===== config.mk =====
export PLATFORM = sky130hd
export DESIGN_NAME = debounce_with_long_press
export DESIGN_NICKNAME = d
export VERILOG_FILES = /design/src/dbl_pkg.sv /design/src/dbl_debounce.sv /design/src/dbl_press.sv /design/src/debounce_with_long_press.sv
export SDC_FILE = /design/constraint.sdc
export NUM_CORES = 1
export LEC_CHECK = 0
export BUFFER_PORTS_ARGS = -buffer_cell sky130_fd_sc_hd__clkbuf_2
export CAP_MARGIN = 40
export CORE_AREA = 2 2 136 138
export DETAILED_ROUTE_END_ITERATION = 10
export DIE_AREA = 0 0 138 140
export GPL_TIMING_DRIVEN = 0
export PLACE_DENSITY = 0.73
export REMOVE_ABC_BUFFERS = 1
export SLEW_MARGIN = 15
export SYNTH_ARGS = -nofsm -noshare
export SYNTH_HDL_FRONTEND = slang
export SYNTH_SLANG_ARGS = --single-unit

===== constraint.sdc =====
create_clock -name clk -period 14.2 [get_ports clk]
set_input_delay 2.84 -clock clk [delete_from_list [all_inputs] [get_ports clk]]
set_output_delay 2.84 -clock clk [all_outputs]
set_load 0.02 [all_outputs]

===== src/dbl_pkg.sv =====
// Shared constants and types for the debounce and long-press block.
`default_nettype none
package dbl_pkg;

    localparam int DBL_TIME_WIDTH = 32;   // default width of the internal time arithmetic
    localparam int DBL_TIME_IN_W  = 32;   // width of the time_ms field
    localparam int DBL_CFG_W      = 16;   // width of each configuration register
    localparam int DBL_CFG_ADDR_W = 8;

    typedef logic [2:0] event_t;

    localparam event_t EV_UP            = 3'd0;
    localparam event_t EV_JUST_DOWN     = 3'd1;
    localparam event_t EV_HELD_SHORT    = 3'd2;
    localparam event_t EV_LONG_FIRED    = 3'd3;
    localparam event_t EV_HELD_LONG     = 3'd4;
    localparam event_t EV_SHORT_CLICK   = 3'd5;
    localparam event_t EV_RELEASED_LONG = 3'd6;

    localparam logic [DBL_CFG_ADDR_W-1:0] REG_DEBOUNCE_MS   = 8'd0;
    localparam logic [DBL_CFG_ADDR_W-1:0] REG_LONG_PRESS_MS = 8'd1;

    localparam logic [DBL_CFG_W-1:0] DEBOUNCE_MS_RST   = 16'd20;
    localparam logic [DBL_CFG_W-1:0] LONG_PRESS_MS_RST = 16'd1000;

    // Debounce stage verdict for one item
    typedef struct packed {
        logic settle;   // window expired on this item, level accepted
        logic level;    // stable level after this item
    } deb_status_t;

endpackage
`default_nettype wire


===== src/dbl_debounce.sv =====
// Debounce stage: tracks the raw level and accepts it after a stable window.
`default_nettype none
module dbl_debounce
    import dbl_pkg::*;
#(
    parameter int TIME_WIDTH = DBL_TIME_WIDTH
)
(
    input  wire logic                  clk,
    input  wire logic                  rst_n,
    input  wire logic                  en,
    input  wire logic                  level,
    input  wire logic [TIME_WIDTH-1:0] now,
    input  wire logic [DBL_CFG_W-1:0]  debounce_ms,
    output deb_status_t                status
);

    localparam int CmpW = (TIME_WIDTH > DBL_CFG_W) ? TIME_WIDTH : DBL_CFG_W;

    logic                  candidate_reg, candidate_next;
    logic [TIME_WIDTH-1:0] change_time_reg, change_time_next;
    logic                  settling_reg, settling_next;
    logic                  stable_reg, stable_next;
    logic [TIME_WIDTH-1:0] elapsed;
    logic                  expired;

    assign elapsed = now - change_time_reg;   // wraps modulo 2^TIME_WIDTH
    assign expired = CmpW'(elapsed) > CmpW'(debounce_ms);

    always_comb
    begin
        candidate_next   = candidate_reg;
        change_time_next = change_time_reg;
        settling_next    = settling_reg;
        stable_next      = stable_reg;
        status.settle    = 1'b0;
        if (level != candidate_reg)
        begin
            candidate_next   = level;
            change_time_next = now;
            settling_next    = 1'b1;
        end
        else if (settling_reg && expired)
        begin
            settling_next = 1'b0;
            stable_next   = candidate_reg;
            status.settle = 1'b1;
        end
        status.level = stable_next;
    end

    always_ff @(posedge clk or negedge rst_n)
    begin
        if (!rst_n)
        begin
            candidate_reg   <= 1'b0;
            change_time_reg <= '0;
            settling_reg    <= 1'b0;
            stable_reg      <= 1'b0;
        end
        else if (en)
        begin
            candidate_reg   <= candidate_next;
            change_time_reg <= change_time_next;
            settling_reg    <= settling_next;
            stable_reg      <= stable_next;
        end
    end

endmodule
`default_nettype wire


===== src/dbl_press.sv =====
// Press stage: times accepted presses and picks the event code.
`default_nettype none
module dbl_press
    import dbl_pkg::*;
#(
    parameter int TIME_WIDTH = DBL_TIME_WIDTH
)
(
    input  wire logic                  clk,
    input  wire logic                  rst_n,
    input  wire logic                  en,
    input  wire deb_status_t           status,
    input  wire logic [TIME_WIDTH-1:0] now,
    input  wire logic [DBL_CFG_W-1:0]  long_press_ms,
    output event_t                     evt
);

    localparam int CmpW = (TIME_WIDTH > DBL_CFG_W) ? TIME_WIDTH : DBL_CFG_W;

    logic                  timing_reg, timing_next;
    logic [TIME_WIDTH-1:0] start_reg, start_next;
    logic [TIME_WIDTH-1:0] held;
    logic                  is_long;

    assign held    = now - start_reg;
    assign is_long = CmpW'(held) > CmpW'(long_press_ms);

    always_comb
    begin
        timing_next = timing_reg;
        start_next  = start_reg;
        if (status.settle && status.level)
        begin
            timing_next = 1'b1;
            start_next  = now;
            evt         = EV_JUST_DOWN;
        end
        else if (status.settle)
        begin
            // timing flag survives a short click on purpose
            evt = timing_reg ? EV_SHORT_CLICK : EV_RELEASED_LONG;
        end
        else if (status.level)
        begin
            if (!timing_reg)
            begin
                evt = EV_HELD_LONG;
            end
            else if (is_long)
            begin
                timing_next = 1'b0;
                evt         = EV_LONG_FIRED;
            end
            else
            begin
                evt = EV_HELD_SHORT;
            end
        end
        else
        begin
            evt = EV_UP;
        end
    end

    always_ff @(posedge clk or negedge rst_n)
    begin
        if (!rst_n)
        begin
            timing_reg <= 1'b0;
            start_reg  <= '0;
        end
        else if (en)
        begin
            timing_reg <= timing_next;
            start_reg  <= start_next;
        end
    end

`ifndef SYNTH
    a_down_arms: assert property (@(posedge clk) disable iff (!rst_n)
        en && evt == EV_JUST_DOWN |=> timing_reg && start_reg == $past(now))
        else $error("press timer not armed after press");

    a_long_once: assert property (@(posedge clk) disable iff (!rst_n)
        en && evt == EV_LONG_FIRED |=> !timing_reg)
        else $error("long-press timer still running after firing");

    a_rel_long: assert property (@(posedge clk) disable iff (!rst_n)
        en && evt == EV_RELEASED_LONG |-> !timing_reg)
        else $error("long release reported while press still timed");

    a_idle_hold: assert property (@(posedge clk) disable iff (!rst_n)
        !en |=> $stable(timing_reg) && $stable(start_reg))
        else $error("press state moved without an item");
`endif

endmodule
`default_nettype wire


===== src/debounce_with_long_press.sv =====
// Top level: button debouncer with long-press detection.
//
//  channel  | dir | handshake             | payload
//  ---------+-----+-----------------------+----------------------------------------
//  s_axis   | in  | s_tvalid / s_tready   | s_tdata[0] raw_level, [32:1] time_ms
//  m_axis   | out | m_tvalid / m_tready   | m_tdata[2:0] event_res
//  cfg      | in  | cfg_valid / cfg_ready | cfg_addr index, cfg_data[15:0] value
//
// One item per cycle sustained while m_tready is high; the result passes
// through the input register, then the result register. State moves as an
// item leaves the input register. A stalled output holds the result and the
// input register keeps one more item before s_tready drops. Reset clears the
// debounce and press state and loads the register defaults; no clearing pass.
`default_nettype none
module debounce_with_long_press
    import dbl_pkg::*;
#(
    parameter int TIME_WIDTH = DBL_TIME_WIDTH
)
(
    input  wire logic                      clk,
    input  wire logic                      rst_n,
    input  wire logic                      s_tvalid,
    output logic                           s_tready,
    input  wire logic [39:0]               s_tdata,   // [0] raw_level, [32:1] time_ms, rest 0
    output logic                           m_tvalid,
    input  wire logic                      m_tready,
    output logic [7:0]                     m_tdata,   // [2:0] event_res, rest 0
    input  wire logic                      cfg_valid,
    output logic                           cfg_ready,
    input  wire logic [DBL_CFG_ADDR_W-1:0] cfg_addr,
    input  wire logic [DBL_CFG_W-1:0]      cfg_data
);

    logic                     in_vld_reg;
    logic                     in_level_reg;
    logic [DBL_TIME_IN_W-1:0] in_time_reg;
    logic                     out_vld_reg;
    event_t                   out_evt_reg;
    logic [DBL_CFG_W-1:0]     debounce_ms_reg;
    logic [DBL_CFG_W-1:0]     long_press_ms_reg;
    logic                     advance;
    logic [TIME_WIDTH-1:0]    now;
    deb_status_t              status;
    event_t                   evt;

    assign advance   = in_vld_reg && (!out_vld_reg || m_tready);
    assign s_tready  = !in_vld_reg || advance;
    assign cfg_ready = 1'b1;
    assign m_tvalid  = out_vld_reg;
    assign m_tdata   = {5'd0, out_evt_reg};
    assign now       = TIME_WIDTH'(in_time_reg);

    always_ff @(posedge clk or negedge rst_n)
    begin
        if (!rst_n)
        begin
            debounce_ms_reg   <= DEBOUNCE_MS_RST;
            long_press_ms_reg <= LONG_PRESS_MS_RST;
        end
        else if (cfg_valid)
        begin
            case (cfg_addr)
                REG_DEBOUNCE_MS:   debounce_ms_reg   <= cfg_data;
                REG_LONG_PRESS_MS: long_press_ms_reg <= cfg_data;
                default:           ;
            endcase
        end
    end

    always_ff @(posedge clk or negedge rst_n)
    begin
        if (!rst_n)
        begin
            in_vld_reg  <= 1'b0;
            out_vld_reg <= 1'b0;
        end
        else
        begin
            if (s_tready)
            begin
                in_vld_reg <= s_tvalid;
            end
            if (advance)
            begin
                out_vld_reg <= 1'b1;
            end
            else if (m_tready)
            begin
                out_vld_reg <= 1'b0;
            end
        end
    end

    always_ff @(posedge clk)
    begin
        if (s_tvalid && s_tready)
        begin
            in_level_reg <= s_tdata[0];
            in_time_reg  <= s_tdata[32:1];
        end
        if (advance)
        begin
            out_evt_reg <= evt;
        end
    end

    dbl_debounce #(
        .TIME_WIDTH (TIME_WIDTH)
    ) u_debounce (
        .clk         (clk),
        .rst_n       (rst_n),
        .en          (advance),
        .level       (in_level_reg),
        .now         (now),
        .debounce_ms (debounce_ms_reg),
        .status      (status)
    );

    dbl_press #(
        .TIME_WIDTH (TIME_WIDTH)
    ) u_press (
        .clk           (clk),
        .rst_n         (rst_n),
        .en            (advance),
        .status        (status),
        .now           (now),
        .long_press_ms (long_press_ms_reg),
        .evt           (evt)
    );

`ifndef SYNTH
    a_no_bad_code: assert property (@(posedge clk) disable iff (!rst_n)
        out_vld_reg |-> out_evt_reg != 3'd7)
        else $error("undefined event code");

    a_stall_only_full: assert property (@(posedge clk) disable iff (!rst_n)
        !s_tready |-> in_vld_reg && out_vld_reg && !m_tready)
        else $error("input stalled without back pressure");

    a_result_follows: assert property (@(posedge clk) disable iff (!rst_n)
        advance |=> out_vld_reg && out_evt_reg == $past(evt))
        else $error("result register missed an item");
`endif

endmodule
`default_nettype wire

After elaboration in Yosys (flattened, before gate mapping)
Index checks and enable logic that the tools add are counted.
W data, S select, Z words.
{"block": "classes", "div_mod_pow": 0, "magnitude_cmp": 2, "n_shift": 0, "add_sub_neg": 2, "n_eq_ne": 3, "n_reduce_logical": 18, "muxes": 18, "n_bitwise": 0, "mul": 0}
{"operator": "$gt A32 B16 Y1", "n": 2}
{"operator": "$sub A32 B32 Y32", "n": 2}
{"operator": "$mux W1", "n": 14}
{"operator": "$reduce_and A2 Y1", "n": 5}
{"operator": "$mux W3", "n": 3}
{"operator": "$eq A8 B1 Y1 const B", "n": 1}
{"operator": "$logic_not A8 Y1", "n": 1}
{"operator": "$reduce_bool A2 Y1", "n": 3}
{"operator": "$logic_and A1 B1 Y1", "n": 4}
{"operator": "$reduce_and A3 Y1", "n": 1}
{"operator": "$logic_not A1 Y1", "n": 2}
{"operator": "$logic_or A1 B1 Y1", "n": 2}
{"operator": "$mux W2", "n": 1}
{"operator": "$ne A2 B2 Y1 const B", "n": 1}
{"operator": "$ne A1 B1 Y1", "n": 1}
{"block": "word_totals", "memories": 0, "latchBits": 0, "wordCells": 56, "ff_bits": 138, "output_inout_bits": 11, "ram_bits": 0, "mem_bits_ro": 0}

Logic depth before layout (Yosys ltp)
Gate-level depths: netlist of the first run.
{"block": "depth", "depth_word": 8, "ltp_mapped": 23, "mapped_depth_nobuf": 23}

Hierarchy
Synthesis of the first run repeated with hierarchy kept, for this count alone.
{"block": "unflattened", "hier_cells": 1021, "area_unflattened_um2": 9982.1}
{"mod": "dbl_press", "n_inst": 1, "cells_per_inst": 459, "area_per_inst_um2": 3768.6, "seq_area_each_um2": 825.8}
{"mod": "dbl_debounce", "n_inst": 1, "cells_per_inst": 438, "area_per_inst_um2": 3702.3, "seq_area_each_um2": 875.8}
{"mod": "debounce_with_long_press", "n_inst": 1, "cells_per_inst": 124, "area_per_inst_um2": 2511.2, "seq_area_each_um2": 1941.9}

Worst setup path after synthesis of the first run
Ideal clock, no wire load.
{"block": "synth_timing", "kind": "input -> output", "start": "input m_tready", "end": "output s_tready", "path_slack_ps": 8242, "stages": 1, "arrival_time_ps": 3118, "t_required_ps": 11360, "n_path_buf": 0, "cell_sequence": "nand3b_1"}
{"block": "synth_between", "elab_chain_cells": 3}
{"item": "from (decl)", "line": "debounce_with_long_press.sv:27", "source": "input wire logic m_tready,"}
{"item": "$logic_or A1 B1 Y1", "line": "debounce_with_long_press.sv:47", "source": "assign advance = in_vld_reg && (!out_vld_reg || m_tready);"}
{"item": "$logic_and A1 B1 Y1", "line": "debounce_with_long_press.sv:47"}
{"item": "$logic_or A1 B1 Y1", "line": "debounce_with_long_press.sv:48", "source": "assign s_tready = !in_vld_reg || advance;"}
{"item": "to (decl)", "line": "debounce_with_long_press.sv:24", "source": "output logic s_tready,"}
No other way between the ends.

Worst setup path after layout of the first run
Ends and elaborated chain as after synthesis.

==> out/qor.log, run 1 <==
INFO  cts            ctsLongestPathBuffers=2
INFO  drt            postRouteAntennaNets=0
INFO  status         run_status=finished clean
INFO  place          place_hpwl=16400µm
INFO  worst_setup_path cp_data_required_time=11.36ns
INFO  power_and_ir_drop share_clk_of_total_power=0.191
INFO  global_route   grt_overflow=0
INFO  worst_setup_path max_fanout_on_critical_path=3
INFO  cts            clkSlewWorstSetupHoldPaths=0.06ns
INFO  timing         rsz0062_at_grt=false
INFO  floorplan      core_region_area=17800µm²
INFO  timing         final.period_utilization=0.432
INFO  worst_setup_path worst_ep_arrival_time=3.29ns
INFO  timing         worst-slew-pin-transition=0.821ns
INFO  power_and_ir_drop power.share.sequential=0.255
INFO  timing         max_slew_margin=0.439
INFO  synthesis      synth_seq_cells=138
INFO  synthesis      share_of_the_synthesized_area_in_the_top_cell_type=0.243
INFO  power_and_ir_drop total_power=2.25mW
INFO  worst_setup_path rr_worst_depth=21
INFO  power_and_ir_drop irDropWorstVdd=123µV
INFO  cts            cts_repair_resize_count=0
INFO  cts            cts_buffers=17
INFO  cts            cts_tree=built
INFO  timing         final_hold_viol_count=0
INFO  timing         maxSlewViolCount=0
INFO  hold_path      timing.hold.worst_endpoint=u_debounce.change_time_reg[0]
INFO  drt            routedWlPerCell=16.6µm
INFO  power_and_ir_drop cellPowerDensity=207nW/µm²
INFO  cts            cts.repair_timing.setup_buffer_count=0
INFO  synthesis      synth_sequential_area_ratio=0.377
INFO  worst_setup_path worstPathCellList=clkbuf_2, nand3b_1, clkbuf_2
INFO  layout         design.final.nets=1224
INFO  global_route   antenna_found_initial=0
INFO  synthesis      netlist.top_cell.by_area=sky130_fd_sc_hd__dfrtp_1
INFO  floorplan      initial_utilization=0.544
INFO  drt            viasPerCell=5.70
INFO  cts            cts.sinks=138
INFO  layout         syn2layout_area_growth=12.3%
INFO  floorplan      die_w=138µm
INFO  layout         final.fill_count=1517
INFO  drt            detailed_router_s_first_iteration_violation_count=384
INFO  synthesis      asyncSetResetFlopFracSynth=0.739
INFO  worst_setup_path critical-path-top-cell-by-count=sky130_fd_sc_hd__clkbuf_2
INFO  timing         finalCriticalPeriod=6.13ns
INFO  timing         fin_setup_tns=0ns
INFO  synthesis      postSynthAreaPerCell=9.71µm²
INFO  floorplan      fp.dieH=140µm
INFO  synthesis      synthCells=996
INFO  timing         timing.fmax=0.163GHz
INFO  power_and_ir_drop p_int=1.30mW
INFO  synthesis      ys_types=69
INFO  worst_setup_path criticalPathCategory=in -> out
INFO  global_route   global_route.usage.total=0.228
INFO  worst_setup_path timing.critical_path.to_type=primary output
INFO  power_and_ir_drop power.net_switching=0.945mW
INFO  synthesis      synth-warning-count=0
INFO  timing         worst_slack=8.07ns
INFO  worst_setup_path rr_startpoint=in_time_reg[6]
INFO  layout         area_of_the_multi_input_gates=5470µm²
INFO  floorplan      floorplan.io_pins=80
INFO  hold_path      min_delay_path_depth=2
INFO  timing         worst_clock_skew=0.0110ns
INFO  cts            clk-insertion-delay-late=0.43ns
INFO  drt            vias=7416
INFO  worst_setup_path critical_path.slowest_cell=sky130_fd_sc_hd__nand3b_1
INFO  floorplan      fp.dieArea=19300µm²
INFO  global_route   grt_max_degree=63
INFO  hold_path      hold_path_startpoint=u_debounce.change_time_reg[0]
INFO  layout         drive_above_1_share=0.193
INFO  power_and_ir_drop comb_power_share=0.553
INFO  cts            root_buffer=sky130_fd_sc_hd__clkbuf_16
INFO  power_and_ir_drop total_leakage_power=5.05nW
INFO  place          globalplace.congestion=0.930
INFO  cts            ctsHtreeMaxLevel=4
INFO  synthesis      post_synthesis_instance_area=9670µm²
INFO  place          placement.setup.worst_slack=8.07ns
INFO  layout         diodes=0
INFO  hold_path      hold_class=reg -> reg
INFO  drt            drc_errors=0
INFO  power_and_ir_drop sw_frac_of_total=0.421
INFO  global_route   first_global_vias=7287
INFO  floorplan      core.rowCount=49
INFO  cts            postCtsHoldBufs=0
INFO  synthesis      synth.area.top_cells=sky130_fd_sc_hd__dfrtp_1 (24%), sky130_fd_sc_hd__ha_1 (12%), sky130_fd_sc_hd__edfxtp_1 (11%), sky130_fd_sc_hd__mux2_2 (6.2%), sky130_fd_sc_hd__inv_1 (4.2%)
INFO  layout         area.sequential=3640µm²
INFO  synthesis      synth_edf_count=36
INFO  worst_setup_path crit_path_max_incr_delay=0.19ns
INFO  place          portBuffers=66
INFO  timing         final-setup-viol-count=0
INFO  worst_setup_path critical_path.startpoint_type=input port
INFO  worst_setup_path minimum_setup_slack_among_reg_to_reg_paths=8.29ns
INFO  worst_setup_path r2r_end=u_press.start_reg[14]
INFO  drt            first_drt_pass_iteration_count=6
INFO  job            drv_cap=0
INFO  global_route   grt_pass1_wl=35800µm
INFO  drt            drt-total-wl=21500µm
INFO  synthesis      ys.flop_type=sky130_fd_sc_hd__dfrtp_1
## logic make-up (layout without fill, tap and decap cells)
family,count (synthesis),in the layout,synth area share
AOI/OAI and AO/OA,253,253,0.169
and+or+nand+nor,232,232,0.115
buffers and inverters,142,214,0.0598
DFF,138,138,0.377
adders and majority gates,96,96,0.126
muxes,89,89,0.113
xor gates and xnor gates,44,44,0.0398
other,2,6,0.000776
## cell usage after synthesis, drive strengths merged (5+ instances only)
cell / number
xnor2: 26
dfstp: 8
xor2: 18
mux2: 80
nand3: 17
edfxtp: 36
o21a: 12
buf: 11
dfrtp: 94
and2: 5
nor3b: 5
o31ai: 6
o31a: 7
inv: 109
nor3: 9
nand4: 12
a21oi: 79
nor4: 7
nand2b: 14
nand2: 82
o21ai: 59
ha: 94
nor2: 56
clkbuf: 22
a21o: 27
o21bai: 8
mux2i: 9
nor2b: 6
a31oi: 9
a211oi: 5
## power groups by stage
stage                     Combinational (mW)  Clock [mW]  Sequential, mW
final                                   1.24       0.430           0.573
after global routing                    1.39       0.454           0.585
after CTS                               1.24       0.439           0.573
after detailed placement                1.22           0           0.576
after global placement                  1.19           0           0.573
after floorplan                        0.959           0           0.561
## layout by cell type (no fill, tap or decap), types with 6 or more instances in the layout
cell type,instances
sky130_fd_sc_hd__a21o_1,27
sky130_fd_sc_hd__a21oi_1,78
sky130_fd_sc_hd__a31oi_1,9
sky130_fd_sc_hd__clkbuf_16,18
sky130_fd_sc_hd__clkbuf_2,65
sky130_fd_sc_hd__conb_1,6
sky130_fd_sc_hd__dfrtp_1,94
sky130_fd_sc_hd__dfstp_2,8
sky130_fd_sc_hd__edfxtp_1,36
sky130_fd_sc_hd__ha_1,94
sky130_fd_sc_hd__inv_1,109
sky130_fd_sc_hd__mux2_2,53
sky130_fd_sc_hd__mux2_4,27
sky130_fd_sc_hd__mux2i_1,9
sky130_fd_sc_hd__nand2_1,82
sky130_fd_sc_hd__nand2b_1,13
sky130_fd_sc_hd__nand3_1,17
sky130_fd_sc_hd__nand4_1,12
sky130_fd_sc_hd__nor2_1,55
sky130_fd_sc_hd__nor2b_1,6
sky130_fd_sc_hd__nor3_1,8
sky130_fd_sc_hd__nor4_1,7
sky130_fd_sc_hd__o21a_1,12
sky130_fd_sc_hd__o21ai_0,59
sky130_fd_sc_hd__o21bai_1,7
sky130_fd_sc_hd__o31a_1,7
sky130_fd_sc_hd__xnor2_1,26
sky130_fd_sc_hd__xor2_1,18
## how the worst max path moves through the flow
stage,startpoint,endpoint,cells after the start
final,m_tready,s_tready,3
after global routing,in_time_reg[1],u_press.start_reg[10],22
after CTS,m_tready,s_tready,3
after floorplan,m_tready,s_tready,1
after detailed placement,m_tready,s_tready,3
after global placement,in_time_reg[10],u_press.start_reg[2],18
## metrics by stage
step,cell area [µm²],util,instances,hold WS [ns]
4_1_cts,10900,0.611,1301,0.502
3_5_place_dp,10300,0.579,1269,0.487
6_report,10900,0.611,1301,0.492
2_1_floorplan,9520,-,967,0.454
5_1_grt,10900,0.611,1301,0.516
3_3_place_gp,10100,0.570,1262,0.466
## critical path: cells and delay by family
| family | cells | cell delay [ns] |
|---|---|---|
| buffers and inverters | 2 | 0.26 |
| and+or+nand+nor | 1 | 0.19 |
## final cells by class
class                      count  area share
sequential                   138       0.335
clock inverter                13     0.00967
tap                          229      0.0264
timing repair buffer          73      0.0443
multi-input combinational    720       0.504
clock buffer                  19      0.0427
inverter                     109      0.0377
## per-layer routing
layer / global-route usage / vias up / part of all wire
met5: 0 / - / 0
met4: 0.0671 / 0 / 0.020
met3: 0.0403 / 29 / 0.036
met2: 0.380 / 150 / 0.47
met1: 0.308 / 3563 / 0.48
li1: - / 3674 / -
Power figures use the tool's default switching activity.
==> inputs of run 2 (changes only) <==
ABC_AREA = 1   (was default)
CORE_AREA = 2 2 146 148   (was 2 2 136 138)
DIE_AREA = 0 0 148 150   (was 0 0 138 140)
PLACE_DENSITY = 0.76   (was 0.73)
clock period = 5.4 ns   (was 14.2 ns; I/O delays follow)
==> run 2 against run 1 <==
Compared with the run above:
- synthesized cell count up 68%
- sequential cell count unchanged
- count of clock-buffer cells in the layout stayed put
- clock skew is 0.0027 ns higher
- global-route usage increased by 3.6 points
- sequential share of layout area is 4.2 points lower
- final area increased by 14%
- critical path type is now reg -> reg
- largest power group unchanged
==> out/qor.log, run 2 <==
INFO  timing         worst-slew-pin-transition=0.769ns [-0.0519 ns]
INFO  global_route   antenna_found_initial=0 [unchanged]
INFO  cts            clk-insertion-delay-late=0.43ns [about the same]
INFO  synthesis      post_synthesis_instance_area=11200µm² [+16%]
INFO  layout         final.fill_count=1942 [+28%]
INFO  worst_setup_path rr_startpoint=in_time_reg[1]
INFO  synthesis      synth_edf_count=36 [unchanged]
INFO  worst_setup_path critical_path.slowest_cell=sky130_fd_sc_hd__edfxtp_1
INFO  global_route   grt_util_met3=0.0421 [+0.00173]
INFO  cts            cts_repair_resize_count=0 [unchanged]
INFO  worst_setup_path crit_path_max_incr_delay=0.51ns [+0.32 ns]
INFO  global_route   first_global_vias=9735 [+34%]
INFO  worst_setup_path r2r_end=u_press.start_reg[2]
INFO  synthesis      synth_seq_cells=138 [unchanged]
INFO  cts            cts.sinks=138 [unchanged]
INFO  worst_setup_path worst_ep_arrival_time=4.90ns [+1.61 ns]
INFO  floorplan      core.rowCount=53 [+8.2%]
INFO  job            drv_cap=0 [unchanged]
INFO  worst_setup_path criticalPathCategory=reg -> reg
INFO  worst_setup_path minimum_setup_slack_among_reg_to_reg_paths=0.82ns [-7.47 ns]
INFO  drt            drt-total-wl=28300µm [+31%]
INFO  drt            viasPerCell=5.09 [-11%]
INFO  place          portBuffers=66 [unchanged]
INFO  synthesis      ys.flop_type=sky130_fd_sc_hd__dfrtp_1
INFO  timing         final_hold_viol_count=0 [unchanged]
INFO  floorplan      die_w=148µm [+7.2%]
INFO  drt            drc_errors=0 [unchanged]
INFO  synthesis      postSynthAreaPerCell=6.70µm² [-31%]
INFO  synthesis      synthCells=1675 [+68%]
INFO  floorplan      fp.dieArea=22200µm² [+15%]
INFO  worst_setup_path timing.critical_path.to_type=flop
INFO  drt            detailed_router_s_first_iteration_violation_count=826 [+120%]
INFO  place          detailed_place.area=11800µm² [+15%]
INFO  layout         drive_above_1_share=0.108 [-0.0855]
INFO  worst_setup_path rr_worst_depth=29 [+38%]
INFO  layout         most_frequent_standard_cell_in_the_layout_excluding_fill_and_tap_cells=sky130_fd_sc_hd__nand2_1
INFO  cts            cts.repair_timing.setup_buffer_count=0 [unchanged]
INFO  timing         final-setup-viol-count=0 [unchanged]
INFO  drt            first_drt_pass_iteration_count=6 [unchanged]
INFO  cts            cts_tree=built
INFO  synthesis      yosys.cell_count.top_type=sky130_fd_sc_hd__nand2_1
INFO  global_route   met1_capacity_usage_during_global_routing=0.355 [+0.0476]
INFO  synthesis      ys_types=43 [-38%]
INFO  hold_path      timing.hold.worst_endpoint=u_debounce.change_time_reg[29]
INFO  floorplan      fp.dieH=150µm [+7.1%]
INFO  timing         rsz0062_at_grt=false
INFO  timing         final.period_utilization=0.849
INFO  power_and_ir_drop total_leakage_power=6.99nW [+38%]
INFO  worst_setup_path cp_data_required_time=5.72ns [-5.64 ns]
INFO  drt            routedWlPerCell=13.9µm [-16%]
INFO  global_route   grt_overflow=0 [unchanged]
INFO  power_and_ir_drop cellPowerDensity=566nW/µm² [+170%]
INFO  cts            postCtsHoldBufs=0 [unchanged]
INFO  hold_path      min_delay_path_depth=2 [unchanged]
INFO  power_and_ir_drop irDropWorstVdd=269µV [+120%]
INFO  synthesis      share_of_the_synthesized_area_in_the_top_cell_type=0.210 [-0.0335]
INFO  layout         postLayoutCellArea=12400µm² [+14%]
INFO  floorplan      floorplan.io_pins=80 [unchanged]
INFO  power_and_ir_drop total_power=7.03mW [+210%]
INFO  timing         worst_clock_skew=0.0137ns [+0.00271 ns]
INFO  global_route   global_route.usage.total=0.265 [+0.0362]
INFO  cts            ctsLongestPathBuffers=2 [unchanged]
INFO  layout         syn2layout_area_growth=10.7%
INFO  floorplan      initial_utilization=0.542 [-0.00179]
INFO  global_route   grt_pass1_wl=46400µm [+30%]
INFO  global_route   met2_usage=0.432 [+0.0526]
INFO  status         run_status=finished clean
INFO  synthesis      synth.area.top_cells=sky130_fd_sc_hd__dfrtp_1 (21%), sky130_fd_sc_hd__nand2_1 (19%), sky130_fd_sc_hd__inv_1 (13%), sky130_fd_sc_hd__ha_1 (10%), sky130_fd_sc_hd__edfxtp_1 (9.6%)
INFO  global_route   grt_most_used_layer=met2
INFO  worst_setup_path critical-path-top-cell-by-count=sky130_fd_sc_hd__nand2_1
INFO  cts            cts_buffers=17 [unchanged]
INFO  cts            clkSlewWorstSetupHoldPaths=0.07ns [about the same]
INFO  timing         fin_setup_tns=0ns [unchanged]
INFO  place          globalplace.congestion=0.994 [+6.9%]
INFO  drt            postRouteAntennaNets=0 [unchanged]
INFO  layout         design.final.nets=1908 [+56%]
INFO  drt            vias=10331 [+39%]
INFO  timing         finalCriticalPeriod=4.58ns
INFO  floorplan      core_region_area=20700µm² [+16%]
INFO  place          place_hpwl=22900µm [+39%]
INFO  layout         finalCoreUtilization=0.601 [-0.0104]
INFO  global_route   grt_max_degree=78 [+24%]
INFO  timing         maxSlewViolCount=0 [unchanged]
INFO  synthesis      synth_sequential_area_ratio=0.325 [-0.0519]
INFO  synthesis      netlist.top_cell.by_area=sky130_fd_sc_hd__dfrtp_1
INFO  synthesis      synth-warning-count=0 [unchanged]
INFO  worst_setup_path max_fanout_on_critical_path=34 [+31]
INFO  layout         layout.cells.most_common_list=sky130_fd_sc_hd__nand2_1 (557), sky130_fd_sc_hd__inv_1 (379), sky130_fd_sc_hd__nor2_1 (112)
INFO  worst_setup_path critical_path.startpoint_type=flop
INFO  layout         diodes=0 [unchanged]
INFO  cts            root_buffer=sky130_fd_sc_hd__clkbuf_16
INFO  timing         timing.fmax=0.218GHz
INFO  hold_path      hold_class=reg -> reg
INFO  cts            ctsHtreeMaxLevel=4 [unchanged]
INFO  synthesis      asyncSetResetFlopFracSynth=0.739 [unchanged]
INFO  hold_path      hold_path_startpoint=u_debounce.change_time_reg[29]
INFO  timing         max_slew_margin=0.487 [+0.0487]
INFO  synthesis      synth_commonest_cells=sky130_fd_sc_hd__nand2_1 (558), sky130_fd_sc_hd__inv_1 (380), sky130_fd_sc_hd__nor2_1 (112)
## run 2: changes by cell type in the layout (fill, tap and decap cells not counted), sizes merged, moves of 9 or more
cell	change
nand2b	-14
o21a	-12
inv	+272
nor2	+59
nand3	+54
nand2	+512
a21oi	-22
mux2	-80
a21o	-26
mux2i	-9
a31oi	-9
xor2	+13
o21ai	+51
xnor2	-24
## run 2: cells by family (layout without fill, tap and decap cells)
| group | count (synthesis) | after routing | share of synthesized area |
|---|---|---|---|
| and+or+nand+nor | 816 | 816 | 0.300 |
| xor gates and xnor gates | 33 | 33 | 0.0258 |
| DFF | 138 | 138 | 0.325 |
| other | 2 | 6 | 0.000669 |
| buffers and inverters | 410 | 487 | 0.146 |
| adders and majority gates | 96 | 96 | 0.108 |
| AOI/OAI and AO/OA | 180 | 180 | 0.0941 |
## run 2: final cells by class
type	count	area [µm²]	share of cell area
inverters	384	1440	0.116
flip-flops and latches	138	3640	0.293
repair buffers	71	444	0.0357
well taps	275	344	0.0277
clock buffers	19	443	0.0356
multi-input cells	1131	5950	0.479
clock inverters	13	158	0.0127
## run 2: worst max-delay path by stage
stage / start / endpoint / slack (ns)
6_report: in_time_reg[1] / u_press.start_reg[2] / 0.82
5_1_grt: in_time_reg[1] / u_press.start_reg[2] / 0.45
4_1_cts: in_time_reg[1] / u_press.start_reg[2] / 0.82
3_5_place_dp: in_time_reg[1] / u_press.start_reg[2] / 0.84
3_3_place_gp: in_time_reg[1] / u_press.start_reg[2] / 0.65
2_1_floorplan: in_time_reg[0] / u_press.start_reg[0] / 1.58
## run 2: stage by stage
step                      worst slack, ns  hold slack, ns  instances
final                               0.817           0.485       2031
after global routing                0.454           0.498       2031
after CTS                           0.823           0.489       2031
after detailed placement            0.843           0.470       1999
after global placement              0.651           0.454       1994
after floorplan                      1.58           0.441       1653
## run 2: where the power goes
group	internal, mW	switching (mW)	total (mW)
clock network	0.707	0.519	1.23
registers	1.37	0.205	1.57
logic	1.54	2.69	4.23
total	3.62	3.41	7.03
## run 2: critical path: cells and delay by family (launching register included)
kind                       cells  cell delay [ns]
AOI/OAI and AO/OA              1             0.05
xor gates and xnor gates       1             0.08
adders and majority gates      2             0.75
DFF                            1             0.51
buffers and inverters          4             0.77
and+or+nand+nor               21             2.26
## run 2: layer usage
metal / share of wire / wire length, µm
met2: 0.46 / 12900
met4: 0.029 / 833
met1: 0.46 / 13100
met5: 0 / 0
met3: 0.050 / 1400
